===== src/rtl/kdmp_pkg.sv =====
`timescale 1ns / 1ps
`default_nettype none

package kdmp_pkg;

  localparam int KEYS_DEFAULT         = 12;
  localparam int QUEUE_DEPTH_DEFAULT  = 16;
  localparam int MACRO_LENGTH_DEFAULT = 6;

  localparam int CFG_DATA_W = 4;

  // configuration register indexes
  localparam logic CFG_TRIGGER_KEY  = 1'b0;
  localparam logic CFG_STABLE_SCANS = 1'b1;

  localparam logic [2:0] STABLE_SCANS_RESET = 3'd5;

  // hid modifier bits and usage codes
  localparam logic [7:0] MOD_CTRL_SHIFT = 8'h03;
  localparam logic [7:0] USAGE_U        = 8'h18;
  localparam logic [7:0] USAGE_0        = 8'h27;
  localparam logic [7:0] USAGE_3        = 8'h20;
  localparam logic [7:0] USAGE_B        = 8'h05;
  localparam logic [7:0] USAGE_ENTER    = 8'h28;

  typedef struct packed {
    logic       opcode;
    logic [3:0] key_num;
    logic       key_pressed;
    logic       host_ready;
    logic       report_taken;
  } in_item_t;

  typedef struct packed {
    logic       report_valid;
    logic [7:0] report_modifier;
    logic [7:0] report_keycode;
    logic       macro_busy;
  } out_item_t;

  typedef struct packed {
    logic [3:0] trigger_key;
    logic [2:0] stable_scans;
  } cfg_t;

  typedef enum logic [1:0] {
    CMD_SKIP,
    CMD_SAMPLE,
    CMD_POLL
  } cmd_kind_e;

  typedef struct packed {
    cmd_kind_e  kind;
    logic [3:0] key;
    logic       level;
    logic       taken;
  } cmd_t;

  typedef struct packed {
    logic [7:0] modifier;
    logic [7:0] keycode;
  } chord_t;

  function automatic chord_t chord_lookup(input logic [2:0] step);
    chord_t c;
    c = '0;
    case (step)
      3'd0: begin
        c.modifier = MOD_CTRL_SHIFT;
        c.keycode  = USAGE_U;
      end
      3'd1: c.keycode = USAGE_0;
      3'd2: c.keycode = USAGE_3;
      3'd3: c.keycode = USAGE_B;
      3'd4: c.keycode = USAGE_B;
      3'd5: c.keycode = USAGE_ENTER;
      default: c = '0;
    endcase
    return c;
  endfunction

endpackage

`default_nettype wire


===== src/rtl/kdmp_fifo.sv =====
`timescale 1ns / 1ps
`default_nettype none

module kdmp_fifo #(
  parameter int WIDTH = 8
) (
  input  wire logic             clk_i,
  input  wire logic             rst_ni,
  input  wire logic             push_i,
  output logic                  full_o,
  input  wire logic [WIDTH-1:0] wdata_i,
  input  wire logic             pop_i,
  output logic                  empty_o,
  output logic      [WIDTH-1:0] rdata_o
);

  logic [WIDTH-1:0] mem_q [2];
  logic             wr_ptr_q, wr_ptr_d;
  logic             rd_ptr_q, rd_ptr_d;
  logic [1:0]       count_q, count_d;
  logic             do_push, do_pop;

  assign full_o  = (count_q == 2'd2);
  assign empty_o = (count_q == 2'd0);
  assign rdata_o = mem_q[rd_ptr_q];

  assign do_push = push_i && !full_o;
  assign do_pop  = pop_i && !empty_o;

  always_comb begin
    wr_ptr_d = do_push ? !wr_ptr_q : wr_ptr_q;
    rd_ptr_d = do_pop ? !rd_ptr_q : rd_ptr_q;
    count_d  = count_q;
    if (do_push && !do_pop) begin
      count_d = count_q + 2'd1;
    end else if (do_pop && !do_push) begin
      count_d = count_q - 2'd1;
    end
  end

  always_ff @(posedge clk_i or negedge rst_ni) begin
    if (!rst_ni) begin
      wr_ptr_q <= 1'b0;
      rd_ptr_q <= 1'b0;
      count_q  <= 2'd0;
    end else begin
      wr_ptr_q <= wr_ptr_d;
      rd_ptr_q <= rd_ptr_d;
      count_q  <= count_d;
    end
  end

  always_ff @(posedge clk_i) begin
    if (do_push) begin
      mem_q[wr_ptr_q] <= wdata_i;
    end
  end

endmodule

`default_nettype wire


===== src/rtl/kdmp_front.sv =====
`timescale 1ns / 1ps
`default_nettype none

module kdmp_front #(
  parameter int KEYS = 12
) (
  input  wire logic              clk_i,
  input  wire logic              rst_ni,
  input  wire logic              push_i,
  output logic                   full_o,
  input  wire kdmp_pkg::in_item_t item_i,
  input  wire logic              cmd_pop_i,
  output logic                   cmd_empty_o,
  output kdmp_pkg::cmd_t         cmd_o
);

  import kdmp_pkg::*;

  cmd_t                cmd_in;
  logic [$bits(cmd_t)-1:0] cmd_bits;

  // out-of-range samples and polls without a ready host become skip commands, which touch no key or sequencer state
  always_comb begin
    cmd_in       = '0;
    cmd_in.key   = item_i.key_num;
    cmd_in.level = item_i.key_pressed;
    cmd_in.taken = item_i.report_taken;
    if (item_i.opcode) begin
      cmd_in.kind = item_i.host_ready ? CMD_POLL : CMD_SKIP;
    end else begin
      cmd_in.kind = (int'(item_i.key_num) < KEYS) ? CMD_SAMPLE : CMD_SKIP;
    end
  end

  kdmp_fifo #(
    .WIDTH ($bits(cmd_t))
  ) u_cmd_fifo (
    .clk_i   (clk_i),
    .rst_ni  (rst_ni),
    .push_i  (push_i),
    .full_o  (full_o),
    .wdata_i (cmd_in),
    .pop_i   (cmd_pop_i),
    .empty_o (cmd_empty_o),
    .rdata_o (cmd_bits)
  );

  assign cmd_o = cmd_t'(cmd_bits);

endmodule

`default_nettype wire


===== src/rtl/kdmp_debounce.sv =====
`timescale 1ns / 1ps
`default_nettype none

module kdmp_debounce #(
  parameter int KEYS = 12
) (
  input  wire logic           clk_i,
  input  wire logic           rst_ni,
  input  wire logic           sample_i,
  input  wire logic [3:0]     key_i,
  input  wire logic           level_i,
  input  wire kdmp_pkg::cfg_t cfg_i,
  output logic                press_o
);

  import kdmp_pkg::*;

  // the key number is four bits wide, so at most sixteen keys are reachable
  localparam int KEY_SLOTS = (KEYS < 16) ? KEYS : 16;
  localparam int KIW       = (KEY_SLOTS > 1) ? $clog2(KEY_SLOTS) : 1;

  logic [KEY_SLOTS-1:0] raw_last_q;
  logic [KEY_SLOTS-1:0] stable_level_q;
  logic [2:0]           stable_count_q [KEY_SLOTS];

  logic [KIW-1:0] idx;
  logic           raw_nxt;
  logic [2:0]     count_nxt;
  logic           flip;

  assign idx = key_i[KIW-1:0];

  always_comb begin
    raw_nxt   = raw_last_q[idx];
    count_nxt = stable_count_q[idx];
    if (level_i != raw_last_q[idx]) begin
      raw_nxt   = level_i;
      count_nxt = 3'd1;
    end else if (stable_count_q[idx] < cfg_i.stable_scans) begin
      count_nxt = stable_count_q[idx] + 3'd1;
    end
    flip    = !(count_nxt < cfg_i.stable_scans) && (stable_level_q[idx] != level_i);
    press_o = sample_i && flip && level_i && (key_i == cfg_i.trigger_key);
  end

  always_ff @(posedge clk_i or negedge rst_ni) begin
    if (!rst_ni) begin
      raw_last_q     <= '0;
      stable_level_q <= '0;
      for (int i = 0; i < KEY_SLOTS; i++) begin
        stable_count_q[i] <= 3'd0;
      end
    end else if (sample_i) begin
      raw_last_q[idx]     <= raw_nxt;
      stable_count_q[idx] <= count_nxt;
      if (flip) begin
        stable_level_q[idx] <= level_i;
      end
    end
  end

endmodule

`default_nettype wire


===== src/rtl/kdmp_seq.sv =====
`timescale 1ns / 1ps
`default_nettype none

module kdmp_seq #(
  parameter int QUEUE_DEPTH  = 16,
  parameter int MACRO_LENGTH = 6
) (
  input  wire logic          clk_i,
  input  wire logic          rst_ni,
  input  wire logic          press_i,
  input  wire logic          poll_i,
  input  wire logic          taken_i,
  output kdmp_pkg::out_item_t result_o
);

  import kdmp_pkg::*;

  localparam int QW = $clog2(QUEUE_DEPTH);
  localparam int SW = (MACRO_LENGTH > 1) ? $clog2(MACRO_LENGTH) : 1;

  // every queued entry is a macro request, so only the ring pointers are kept
  logic [QW-1:0] wr_q, wr_d, wr_next;
  logic [QW-1:0] rd_q, rd_d, rd_next;
  logic          playing_q, playing_d;
  logic [SW-1:0] step_q, step_d;
  logic [SW:0]   step_inc;
  logic          await_q, await_d;
  logic          go;
  chord_t        chord;

  assign wr_next  = (wr_q == QW'(QUEUE_DEPTH - 1)) ? '0 : wr_q + 1'b1;
  assign rd_next  = (rd_q == QW'(QUEUE_DEPTH - 1)) ? '0 : rd_q + 1'b1;
  assign step_inc = {1'b0, step_q} + 1'b1;

  always_comb begin
    wr_d      = wr_q;
    rd_d      = rd_q;
    playing_d = playing_q;
    step_d    = step_q;
    await_d   = await_q;
    go        = playing_q;
    result_o  = '0;
    chord     = '0;

    // one slot stays free, a press into a full ring is dropped
    if (press_i && (wr_next != rd_q)) begin
      wr_d = wr_next;
    end

    if (poll_i) begin
      if (!playing_q && (wr_q != rd_q)) begin
        rd_d      = rd_next;
        playing_d = 1'b1;
        step_d    = '0;
        await_d   = 1'b0;
        go        = 1'b1;
      end
      if (go) begin
        result_o.report_valid = 1'b1;
        if (!await_d) begin
          chord                    = chord_lookup(3'(step_d));
          result_o.report_modifier = chord.modifier;
          result_o.report_keycode  = chord.keycode;
          if (taken_i) begin
            await_d = 1'b1;
          end
        end else if (taken_i) begin
          await_d = 1'b0;
          if (step_inc >= (SW + 1)'(MACRO_LENGTH)) begin
            playing_d = 1'b0;
            step_d    = '0;
          end else begin
            step_d = step_inc[SW-1:0];
          end
        end
      end
    end
    result_o.macro_busy = playing_d;
  end

  always_ff @(posedge clk_i or negedge rst_ni) begin
    if (!rst_ni) begin
      wr_q      <= '0;
      rd_q      <= '0;
      playing_q <= 1'b0;
      step_q    <= '0;
      await_q   <= 1'b0;
    end else begin
      wr_q      <= wr_d;
      rd_q      <= rd_d;
      playing_q <= playing_d;
      step_q    <= step_d;
      await_q   <= await_d;
    end
  end

  a_release_only_while_playing : assert property (
    @(posedge clk_i) disable iff (!rst_ni) await_q |-> playing_q
  ) else $error("release pending with no macro playing");

  a_idle_step_zero : assert property (
    @(posedge clk_i) disable iff (!rst_ni) !playing_q |-> (step_q == '0)
  ) else $error("chord step left nonzero after macro end");

  a_ptrs_in_ring : assert property (
    @(posedge clk_i) disable iff (!rst_ni)
      (int'(wr_q) < QUEUE_DEPTH) && (int'(rd_q) < QUEUE_DEPTH)
  ) else $error("request ring pointer out of range");

  a_start_needs_request : assert property (
    @(posedge clk_i) disable iff (!rst_ni)
      (poll_i && !playing_q && (wr_q == rd_q)) |-> !result_o.report_valid
  ) else $error("report offered with no request queued");

endmodule

`default_nettype wire


===== src/rtl/key_debounce_macro_player_unit.sv =====
`timescale 1ns / 1ps
`default_nettype none

// channel   | direction | handshake             | payload
// ----------+-----------+-----------------------+--------------------------
// items     | in        | push / full           | in_item_i  (in_item_t)
// results   | out       | empty / pop           | out_item_o (out_item_t)
// config    | in        | cfg_we_i, cfg_idx_i   | cfg_data_i
//
// one item per cycle sustained while no stall backs up from the result side; an item passes
// through the command queue, then the debounce/sequencer logic writes the result queue
// exactly one result per item, in order
// reset clears key state, ring pointers, sequencer and queues; no clearing pass
// a stall on the result side backs up through the result and command queues

module key_debounce_macro_player_unit #(
  parameter int KEYS         = kdmp_pkg::KEYS_DEFAULT,
  parameter int QUEUE_DEPTH  = kdmp_pkg::QUEUE_DEPTH_DEFAULT,
  parameter int MACRO_LENGTH = kdmp_pkg::MACRO_LENGTH_DEFAULT
) (
  input  wire logic                            clk_i,
  input  wire logic                            rst_ni,
  input  wire logic                            push,
  output logic                                 full,
  input  wire kdmp_pkg::in_item_t              in_item_i,
  output logic                                 empty,
  input  wire logic                            pop,
  output kdmp_pkg::out_item_t                  out_item_o,
  input  wire logic                            cfg_we_i,
  input  wire logic                            cfg_idx_i,
  input  wire logic [kdmp_pkg::CFG_DATA_W-1:0] cfg_data_i
);

  import kdmp_pkg::*;

  cfg_t      cfg_q;
  cmd_t      cmd;
  logic      cmd_empty;
  logic      res_full;
  logic      fire;
  logic      press;
  out_item_t result;
  logic [$bits(out_item_t)-1:0] res_bits;

  always_ff @(posedge clk_i or negedge rst_ni) begin
    if (!rst_ni) begin
      cfg_q.trigger_key  <= 4'd0;
      cfg_q.stable_scans <= STABLE_SCANS_RESET;
    end else if (cfg_we_i) begin
      case (cfg_idx_i)
        CFG_TRIGGER_KEY:  cfg_q.trigger_key  <= cfg_data_i[3:0];
        CFG_STABLE_SCANS: cfg_q.stable_scans <= cfg_data_i[2:0];
        default: ;
      endcase
    end
  end

  kdmp_front #(
    .KEYS (KEYS)
  ) u_front (
    .clk_i       (clk_i),
    .rst_ni      (rst_ni),
    .push_i      (push),
    .full_o      (full),
    .item_i      (in_item_i),
    .cmd_pop_i   (fire),
    .cmd_empty_o (cmd_empty),
    .cmd_o       (cmd)
  );

  // back stage retires one command whenever one is queued and the result queue has room
  assign fire = !cmd_empty && !res_full;

  kdmp_debounce #(
    .KEYS (KEYS)
  ) u_debounce (
    .clk_i    (clk_i),
    .rst_ni   (rst_ni),
    .sample_i (fire && (cmd.kind == CMD_SAMPLE)),
    .key_i    (cmd.key),
    .level_i  (cmd.level),
    .cfg_i    (cfg_q),
    .press_o  (press)
  );

  kdmp_seq #(
    .QUEUE_DEPTH  (QUEUE_DEPTH),
    .MACRO_LENGTH (MACRO_LENGTH)
  ) u_seq (
    .clk_i    (clk_i),
    .rst_ni   (rst_ni),
    .press_i  (press),
    .poll_i   (fire && (cmd.kind == CMD_POLL)),
    .taken_i  (cmd.taken),
    .result_o (result)
  );

  kdmp_fifo #(
    .WIDTH ($bits(out_item_t))
  ) u_res_fifo (
    .clk_i   (clk_i),
    .rst_ni  (rst_ni),
    .push_i  (fire),
    .full_o  (res_full),
    .wdata_i (result),
    .pop_i   (pop),
    .empty_o (empty),
    .rdata_o (res_bits)
  );

  assign out_item_o = out_item_t'(res_bits);

endmodule

`default_nettype wire

===== config.mk =====
export PLATFORM = sky130hd
export DESIGN_NAME = key_debounce_macro_player_unit
export DESIGN_NICKNAME = d
export VERILOG_FILES = /design/src/rtl/kdmp_pkg.sv /design/src/rtl/kdmp_fifo.sv /design/src/rtl/kdmp_front.sv /design/src/rtl/kdmp_debounce.sv /design/src/rtl/kdmp_seq.sv /design/src/rtl/key_debounce_macro_player_unit.sv
export SDC_FILE = /design/constraint.sdc
export NUM_CORES = 1
export LEC_CHECK = 0
export ABC_AREA = 1
export BUFFER_PORTS_ARGS = -buffer_cell sky130_fd_sc_hd__buf_4
export CAP_MARGIN = 10
export CORE_ASPECT_RATIO = 0.75
export CORE_UTILIZATION = 61
export DETAILED_ROUTE_END_ITERATION = 7
export PLACE_DENSITY_LB_ADDON = 0.2
export SYNTH_ARGS = -nofsm -noshare
export SYNTH_HDL_FRONTEND = slang
export SYNTH_SLANG_ARGS = --single-unit

===== constraint.sdc =====
create_clock -name clk_i -period 5 [get_ports clk_i]
set_clock_uncertainty 0.1 [all_clocks]
set_input_delay 0.75 -clock clk_i [delete_from_list [all_inputs] [get_ports clk_i]]
set_output_delay 0.75 -clock clk_i [all_outputs]
set_load 0.03 [all_outputs]

## Word-level counts from Yosys, hierarchy flattened

Memory sizes are Yosys's and may differ from the RTL's.
Index checks and enable logic that the tools add are counted.
W data, S select, Z words.

| storage, ports and cells | value |
|---|---|
| bits in registers | 88 |
| input port bits | 18 |
| logic and storage cells | 160 |
| RAM bits | 52 |
| output and inout bits | 20 |
| memories kept | 2 |

Memories:

| name | depth | bits a word | read ports | clocked after memory_dff | wr ports | RTL line | text |
|---|---|---|---|---|---|---|---|
| u_res_fifo.mem_q | 2 | 18 | 1 | 0 | 1 | kdmp_fifo.sv:17 | `logic [WIDTH-1:0] mem_q [2];` |
| u_front.u_cmd_fifo.mem_q | 2 | 8 | 1 | 0 | 1 | kdmp_fifo.sv:17 |  |

| cells by class | value |
|---|---|
| reductions and logical operators | 43 |
| $add $sub $neg | 8 |
| eq/ne operators | 16 |
| muxes and demuxes | 54 |
| $lt $le $gt $ge | 8 |
| bitwise logic cells | 2 |

Operators by type and width:

| cell | count |
|---|---|
| $bwmux W36 | 1 |
| $mux W17 | 2 |
| $mux W3 | 11 |
| $pmux W6 S5 | 1 |
| $bwmux W12 | 2 |
| $mux W1 | 22 |
| $logic_and A1 B1 Y1 | 19 |
| $mux W16 | 1 |
| $logic_not A1 Y1 | 14 |
| $mux W2 | 7 |
| $bmux W3 S4 | 1 |
| $demux W3 S4 | 1 |
| $add A4 B1 Y4 const B | 2 |
| $bmux W1 S4 | 2 |
| $eq A4 B4 Y1 const B | 2 |
| $mux W4 | 2 |
| $ne A4 B4 Y1 | 2 |
| $reduce_and A2 Y1 | 4 |
| $eq A2 B2 Y1 const B | 3 |
| $eq A3 B2 Y1 const B | 2 |
| $eq A3 B3 Y1 const B | 2 |
| $lt A3 B3 Y1 | 2 |
| $ge A5 B5 Y1 const B | 1 |
| $lt A4 B5 Y1 const B | 1 |
| other kinds (19) | 24 |

## Longest topological paths before layout

An unclocked memory read counts as a cell.

| logic depth | value |
|---|---|
| word-level depth | 15 |
| mapped depth | 28 |
| mapped depth without buffers | 26 |

## Cells and area by module

Synthesis repeated with hierarchy kept, for this count alone.

| second synthesis, totals | value |
|---|---|
| cells, all modules | 835 |
| area, all modules | 7135.6 sq um |

By module, submodules not included:

| module | seq. area each (sq um) | cells an instance | area each (sq um) | times used |
|---|---|---|---|---|
| kdmp_debounce | 1501.4 | 428 | 3308.2 | 1 |
| kdmp_fifo at u_res_fifo | 1181.1 | 125 | 1537.7 | 1 |
| kdmp_seq | 325.3 | 166 | 1147.4 | 1 |
| kdmp_fifo at u_front.u_cmd_fifo | 580.6 | 73 | 809.5 | 1 |
| key_debounce_macro_player_unit | 177.7 | 40 | 320.3 | 1 |
| kdmp_front | 0.0 | 3 | 12.5 | 1 |

## Worst setup path after synthesis

No wires, ideal clock.

| timing | value |
|---|---|
| kind | register to register |
| start point | reg u_front.u_cmd_fifo.rd_ptr_q |
| end point | reg u_debounce.stable_level_q[3] |
| arrival | 3373 ps |
| data required time | 4768 ps |
| buffers on the path | 3 |
| period minus slack after synthesis | 3605 ps |
| slack | 1395 ps |
| stages on the path, launching flop included | 27 |
| library setup time | 132 ps |
| cells stage by stage | dfrtp_1 -> buf_6 -> nand2_2 -> o21ai_4 -> inv_4 -> nor2_4 -> inv_2 -> o22ai_1 -> o21ai_0 -> nand2_1 -> nor2_2 -> ha_1 -> a21oi_1 -> nand2_1 -> or2_2 -> nand3_1 -> clkbuf_2 -> inv_1 -> ha_1 -> nand2_1 -> inv_1 -> nand2_1 -> nand2_2 -> buf_6 -> nand3_2 -> nand2_1 -> o21ai_1 |

| on the way | value |
|---|---|
| word-level cells in the longest chain between the ends | 12 |
| elaborated cells between the ends (all ways) | 27 |
| those cells by class | 1 x add/sub; 4 x order compare; 3 x eq/ne; 12 x mux; 1 x bitwise; 5 x reduce/logical; 1 x memory |

Ends and longest elaborated chain:

| what | RTL line | text |
|---|---|---|
| from (decl) | kdmp_fifo.sv:19 | `logic rd_ptr_q, rd_ptr_d;` |
| from (signal assigned) | kdmp_fifo.sv:48 | `rd_ptr_q <= rd_ptr_d;` |
| $mem_v2 Z2 W8 (*) | n/a |  |
| $not A4 Y5 (not written as such) | kdmp_debounce.sv:35, kdmp_debounce.sv:39, kdmp_debounce.sv:40 |  |
| $bmux W3 S4 | kdmp_debounce.sv:35, kdmp_debounce.sv:39, kdmp_debounce.sv:40 |  |
| $mux W3 (not written as such) (2 in a row) | kdmp_debounce.sv:35, kdmp_debounce.sv:39, kdmp_debounce.sv:40 |  |
| $add A3 B1 Y3 or $lt A3 B3 Y1 (tied branches) | kdmp_debounce.sv:40, kdmp_debounce.sv:39 |  |
| $mux W3 | kdmp_debounce.sv:39 | `end else if (stable_count_q[idx] < cfg_i.stable_scans) begin` |
| $mux W3 (*) | kdmp_debounce.sv:36 | `if (level_i != raw_last_q[idx]) begin` |
| via u_debounce.count_nxt[1] | kdmp_debounce.sv:28 | `logic [2:0] count_nxt;` |
| $lt A3 B3 Y1 (*) | kdmp_debounce.sv:42 | `flip = !(count_nxt < cfg_i.stable_scans) && (stable_level_q[idx] != level_i);` |
| $logic_not A1 Y1 (*) | kdmp_debounce.sv:42 |  |
| $logic_and A1 B1 Y1 (*) | kdmp_debounce.sv:42 |  |
| $reduce_and A2 Y1 (no line) (*) | n/a |  |
| to (signal, indexed assignment) | kdmp_debounce.sv:57 | `stable_level_q[idx] <= level_i;` |
| to (decl) | kdmp_debounce.sv:23 | `logic [KEY_SLOTS-1:0] stable_level_q;` |

Mark *: on every way through the listed nets, which the timed path passes. The rest lies on a longest branch. The select of a mux whose other input is x is not followed.
A chain may end at the register's enable or synchronous reset.

## Worst setup path in the final report

| timing | value |
|---|---|
| start point | reg u_front.u_cmd_fifo.rd_ptr_q |
| end point | reg u_debounce.stable_level_q[1] |

Same word-level chain as after synthesis.

==> metrics.md <==
| Metric | Value |
|---|---|
| Minimum clock period | `4481 ps` |
| Period utilisation layout | `89.61%` |
| Filler cell count in the final layout | `714` |
| Sequential cell area | `3167 um2` |
| Deepest clock path buffer count | `2` |
| Setup-failing EPs final | `0` |
| Post-synth EDFFs | `32` |
| Logic depth of the worst register-to-register path | `23` |
| Area leader, netlist | `dfrtp_1` |
| Number of DRC violations after detailed routing | `0` |
| Routed vias | `4869` |
| # Post-CTS Setup Buffers | `0` |
| Count of placed standard cells in the final layout, fillers left out | `859` |
| Initial core utilization | `62.94%` |
| Async SR Flop Fraction | `73.33%` |
| Synth unique cells | `43` |
| Mean area per synthesized cell | `9.015 um2` |
| Clk root buf | `clkbuf_16` |
| Area share of the largest cell type after synthesis | `35.26%` |
| Hold Path Class | `input port to asynchronous set/reset pin` |
| Worst setup path startpoint | `u_front.u_cmd_fifo.rd_ptr_q` |
| Maximum vdd ir drop | `0.0004425 V` |
| Most frequent CP cell | `nand2_1` |
| Site row count | `31` |
| Slack of the worst reg-to-reg path | `520 ps` |
| Final wirelength | `14.24 mm` |
| Unrepaired setup endpoints after global routing | `false` |
| Top-level port count | `38` |
| Clk sink count | `120` |
| Die outline area | `10410 um2` |
| Destination of the worst register-to-register timing path | `u_debounce.stable_level_q[1]` |
| Predominant post-synthesis flop cell | `dfrtp_1` |
| Share of the yosys chip area belonging to registers | `51.87%` |
| Quantity of I/O buffers inserted on ports | `29` |
| Post-synthesis cell count | `677` |
| Detailed-router iteration count before antenna repair | `6` |
| Worst endpoint data arrival time | `4620 ps` |
| Die extent in x | `117.5 um` |
| Post-DP HPWL | `10.01 mm` |
| Number of nets with antenna violations after detailed routing | `0` |
| Clock insertion delay at the later pin of the skew report | `410 ps` |
| GRT overflow | `0` |
| Worst-path cell with the longest stage delay | `dfrtp_2` |
| Most area-consuming cells after synthesis | `dfrtp_1, edfxtp_1, nand2_1, o21ai_0, inv_1` |
| Global-route wire length before repair | `23.18 mm` |
| Max-slew violation count | `0` |
| Critical-path cell list | `inv_2 > nand2_2 > nand2_4 > nor2_2 > inv_2 > o22ai_1 > o21ai_0 > nand2_1 > nor2_2 > ha_1 > a21oi_1 > nand2_1 > or2_2 > nand3_2 > inv_1 > ha_1 > nand2_1 > inv_1 > nand2_1 > nand2_2 > nand3_1 > nand2_1 > o21ai_0` |
| Number of synthesis warnings | `0` |
| Fraction of final layout cells with drive strength greater than 1 | `17.33%` |
| Count of state elements after synthesis | `120` |
| Peak clock frequency supported by timing | `223.2 MHz` |
| Slew margin rel. | `24.65%` |
| CP peak stage delay | `550 ps` |
| Global Route Usage Sum | `29.43%` |
| Vias per cell | `5.668` |
| Number of antenna violations at the first check in global routing | `0` |
| Number of global-route vias before repair | `4679` |
| Number of cells in the design after placement | `827` |
| Clock transition at path regs | `60 ps` |
| Actual slew at the worst max-slew pin | `1123 ps` |
| Required time of the worst setup path | `5140 ps` |
| Number of endpoints with negative hold slack in the final report | `0` |
| Total number of nets in the final design | `743` |
| Number of buffers created by CTS | `17` |
| Gates resized, CTS repair | `0` |
| Level count of the clock H-tree | `4` |
| Cts-stage hold buffer count | `0` |
| Area added between synthesis and finish | `13.88%` |
| Total power per unit cell area | `732.6 nW/um2` |
| Crit-path max FO | `16` |
| Maximum number of pins on one net before global-route repair | `56` |
| CTS tree | `yes` |
| Final GP Congestion | `0.8868` |
| Run status | `finished, final reports clean` |
| Setup total negative slack | `0 ps` |
| Leakage power of the design | `3.205 nW` |
| Critical path endpoint category | `register` |
| Multi-input combinational cell area | `2544 um2` |
| Mean routed wirelength per cell | `16.58 um` |
| Area of the core | `9697 um2` |
| Worst flop-to-flop path startpoint | `u_front.u_cmd_fifo.rd_ptr_q` |
| DIE HEIGHT | `88.63 um` |
| Cell Area, Synth | `6103 um2` |
| Crit path launch type | `register` |
| Max-cap viol count | `0` |
| Antenna diodes | `0` |
| DRC marker count from the first detailed-route iteration | `457` |
| Worst setup path category | `register to register` |
## placed cells by master (no fill, tap or decap), drive strengths merged, types with 7 or more instances in the layout
cell    netlist  routed
nand4         8       8
o22ai        14      14
xor2         12      12
nand3        31      31
a21oi        10      10
nand2       205     205
xnor2         8       8
mux2         13      13
o21ai        92      92
clkbuf        5      21
clkinv        1       7
dfrtp        86      86
inv          70      71
nor2         40      40
edfxtp       32      32
ha           11      11
nor3          8       8
buf          16      32
conb          1       8
## sequential cells by signal (all words and copies together), names as in the netlist
name / count
u_front.u_cmd_fifo.wr_ptr_q: 1
cfg_q: 7
u_res_fifo.mem_q: 16
u_res_fifo.wr_ptr_q: 1
u_front.u_cmd_fifo.count_q: 2
u_debounce.raw_last_q: 12
u_seq.playing_q: 1
u_seq.wr_q: 4
u_res_fifo.rd_ptr_q: 1
u_debounce.stable_count_q: 36
u_seq.rd_q: 4
u_front.u_cmd_fifo.mem_q: 16
u_seq.await_q: 1
u_front.u_cmd_fifo.rd_ptr_q: 1
u_seq.step_q: 3
u_debounce.stable_level_q: 12
u_res_fifo.count_q: 2
## worst max-delay path, delay by kind of cell, from the launching register on
| family | cells | cell delay [ps] |
|---|---|---|
| adder cells (fa/ha/maj) | 2 | 570 |
| flip-flops | 1 | 550 |
| buffers and inverters | 4 | 400 |
| AND/OR/NAND/NOR | 13 | 2070 |
| AO/OA/AOI/OAI | 4 | 600 |
## per-stage QoR
step,setup slack [ps],cell area (um2),power [mW],util (%),hold WS [ps]
2_1_floorplan,1395,6130,3.323,-,353.0
3_3_place_gp,644.8,6379,3.724,65.78,369.2
3_5_place_dp,310.5,6379,3.847,65.78,374.4
4_1_cts,230.6,6944,5.050,71.61,196.1
5_1_grt,128.7,6950,5.398,71.68,214.1
6_report,519.3,6950,5.092,71.68,178.1
## how the worst max path moves through the flow
stage,end,cells past startpoint
after floorplan,u_debounce.stable_level_q[3],26
after global placement,u_seq.wr_q[0],23
after detailed placement,u_debounce.stable_level_q[1],23
after CTS,u_debounce.stable_level_q[1],23
after global routing,u_seq.wr_q[0],23
final,u_debounce.stable_level_q[1],23
## cell families (layout without fill, tap and decap cells)
kind of cell | Yosys count | count (layout) | synth area share, %
and+or+nand+nor | 296 | 296 | 21.63
AOI/OAI and AO/OA | 122 | 122 | 11.50
DFF | 120 | 120 | 51.87
buffers and inverters | 92 | 135 | 6.970
xor gates and xnor gates | 20 | 20 | 2.993
muxes | 15 | 15 | 2.727
adders and majority gates | 11 | 11 | 2.255
other | 1 | 8 | 0.06144
## Yosys cell counts (8+ instances only)
cell type,number
nand3_2,12
nor2_1,34
nand4_1,8
nand3_1,19
inv_1,63
ha_1,11
o21ai_0,61
o22ai_1,14
xnor2_1,8
edfxtp_1,32
nand2_1,197
dfrtp_1,86
o21ai_1,19
a21oi_1,10
xor2_1,11
buf_4,10
mux2_2,13
o21ai_2,11
## metal layers
layer,wire (um),track usage (%)
met5,0,0
met2,6435,46.32
met1,6512,40.70
met4,257,12.00
met3,1039,5.992
## report_power, final
part,internal [mW],total (mW),switching (mW)
combinational,0.707,2.31,1.60
sequential,1.38,1.61,0.229
clock,0.734,1.18,0.447
## area by class of cell
class                      count  area share [%]
clock buffer                  21           6.337
clock inverter                11           1.800
inverter                      71           3.870
multi-input combinational    472           36.60
sequential                   120           45.56
tap                          132           2.376
timing repair buffer          32           3.456
(Power assumes the default switching activity.)
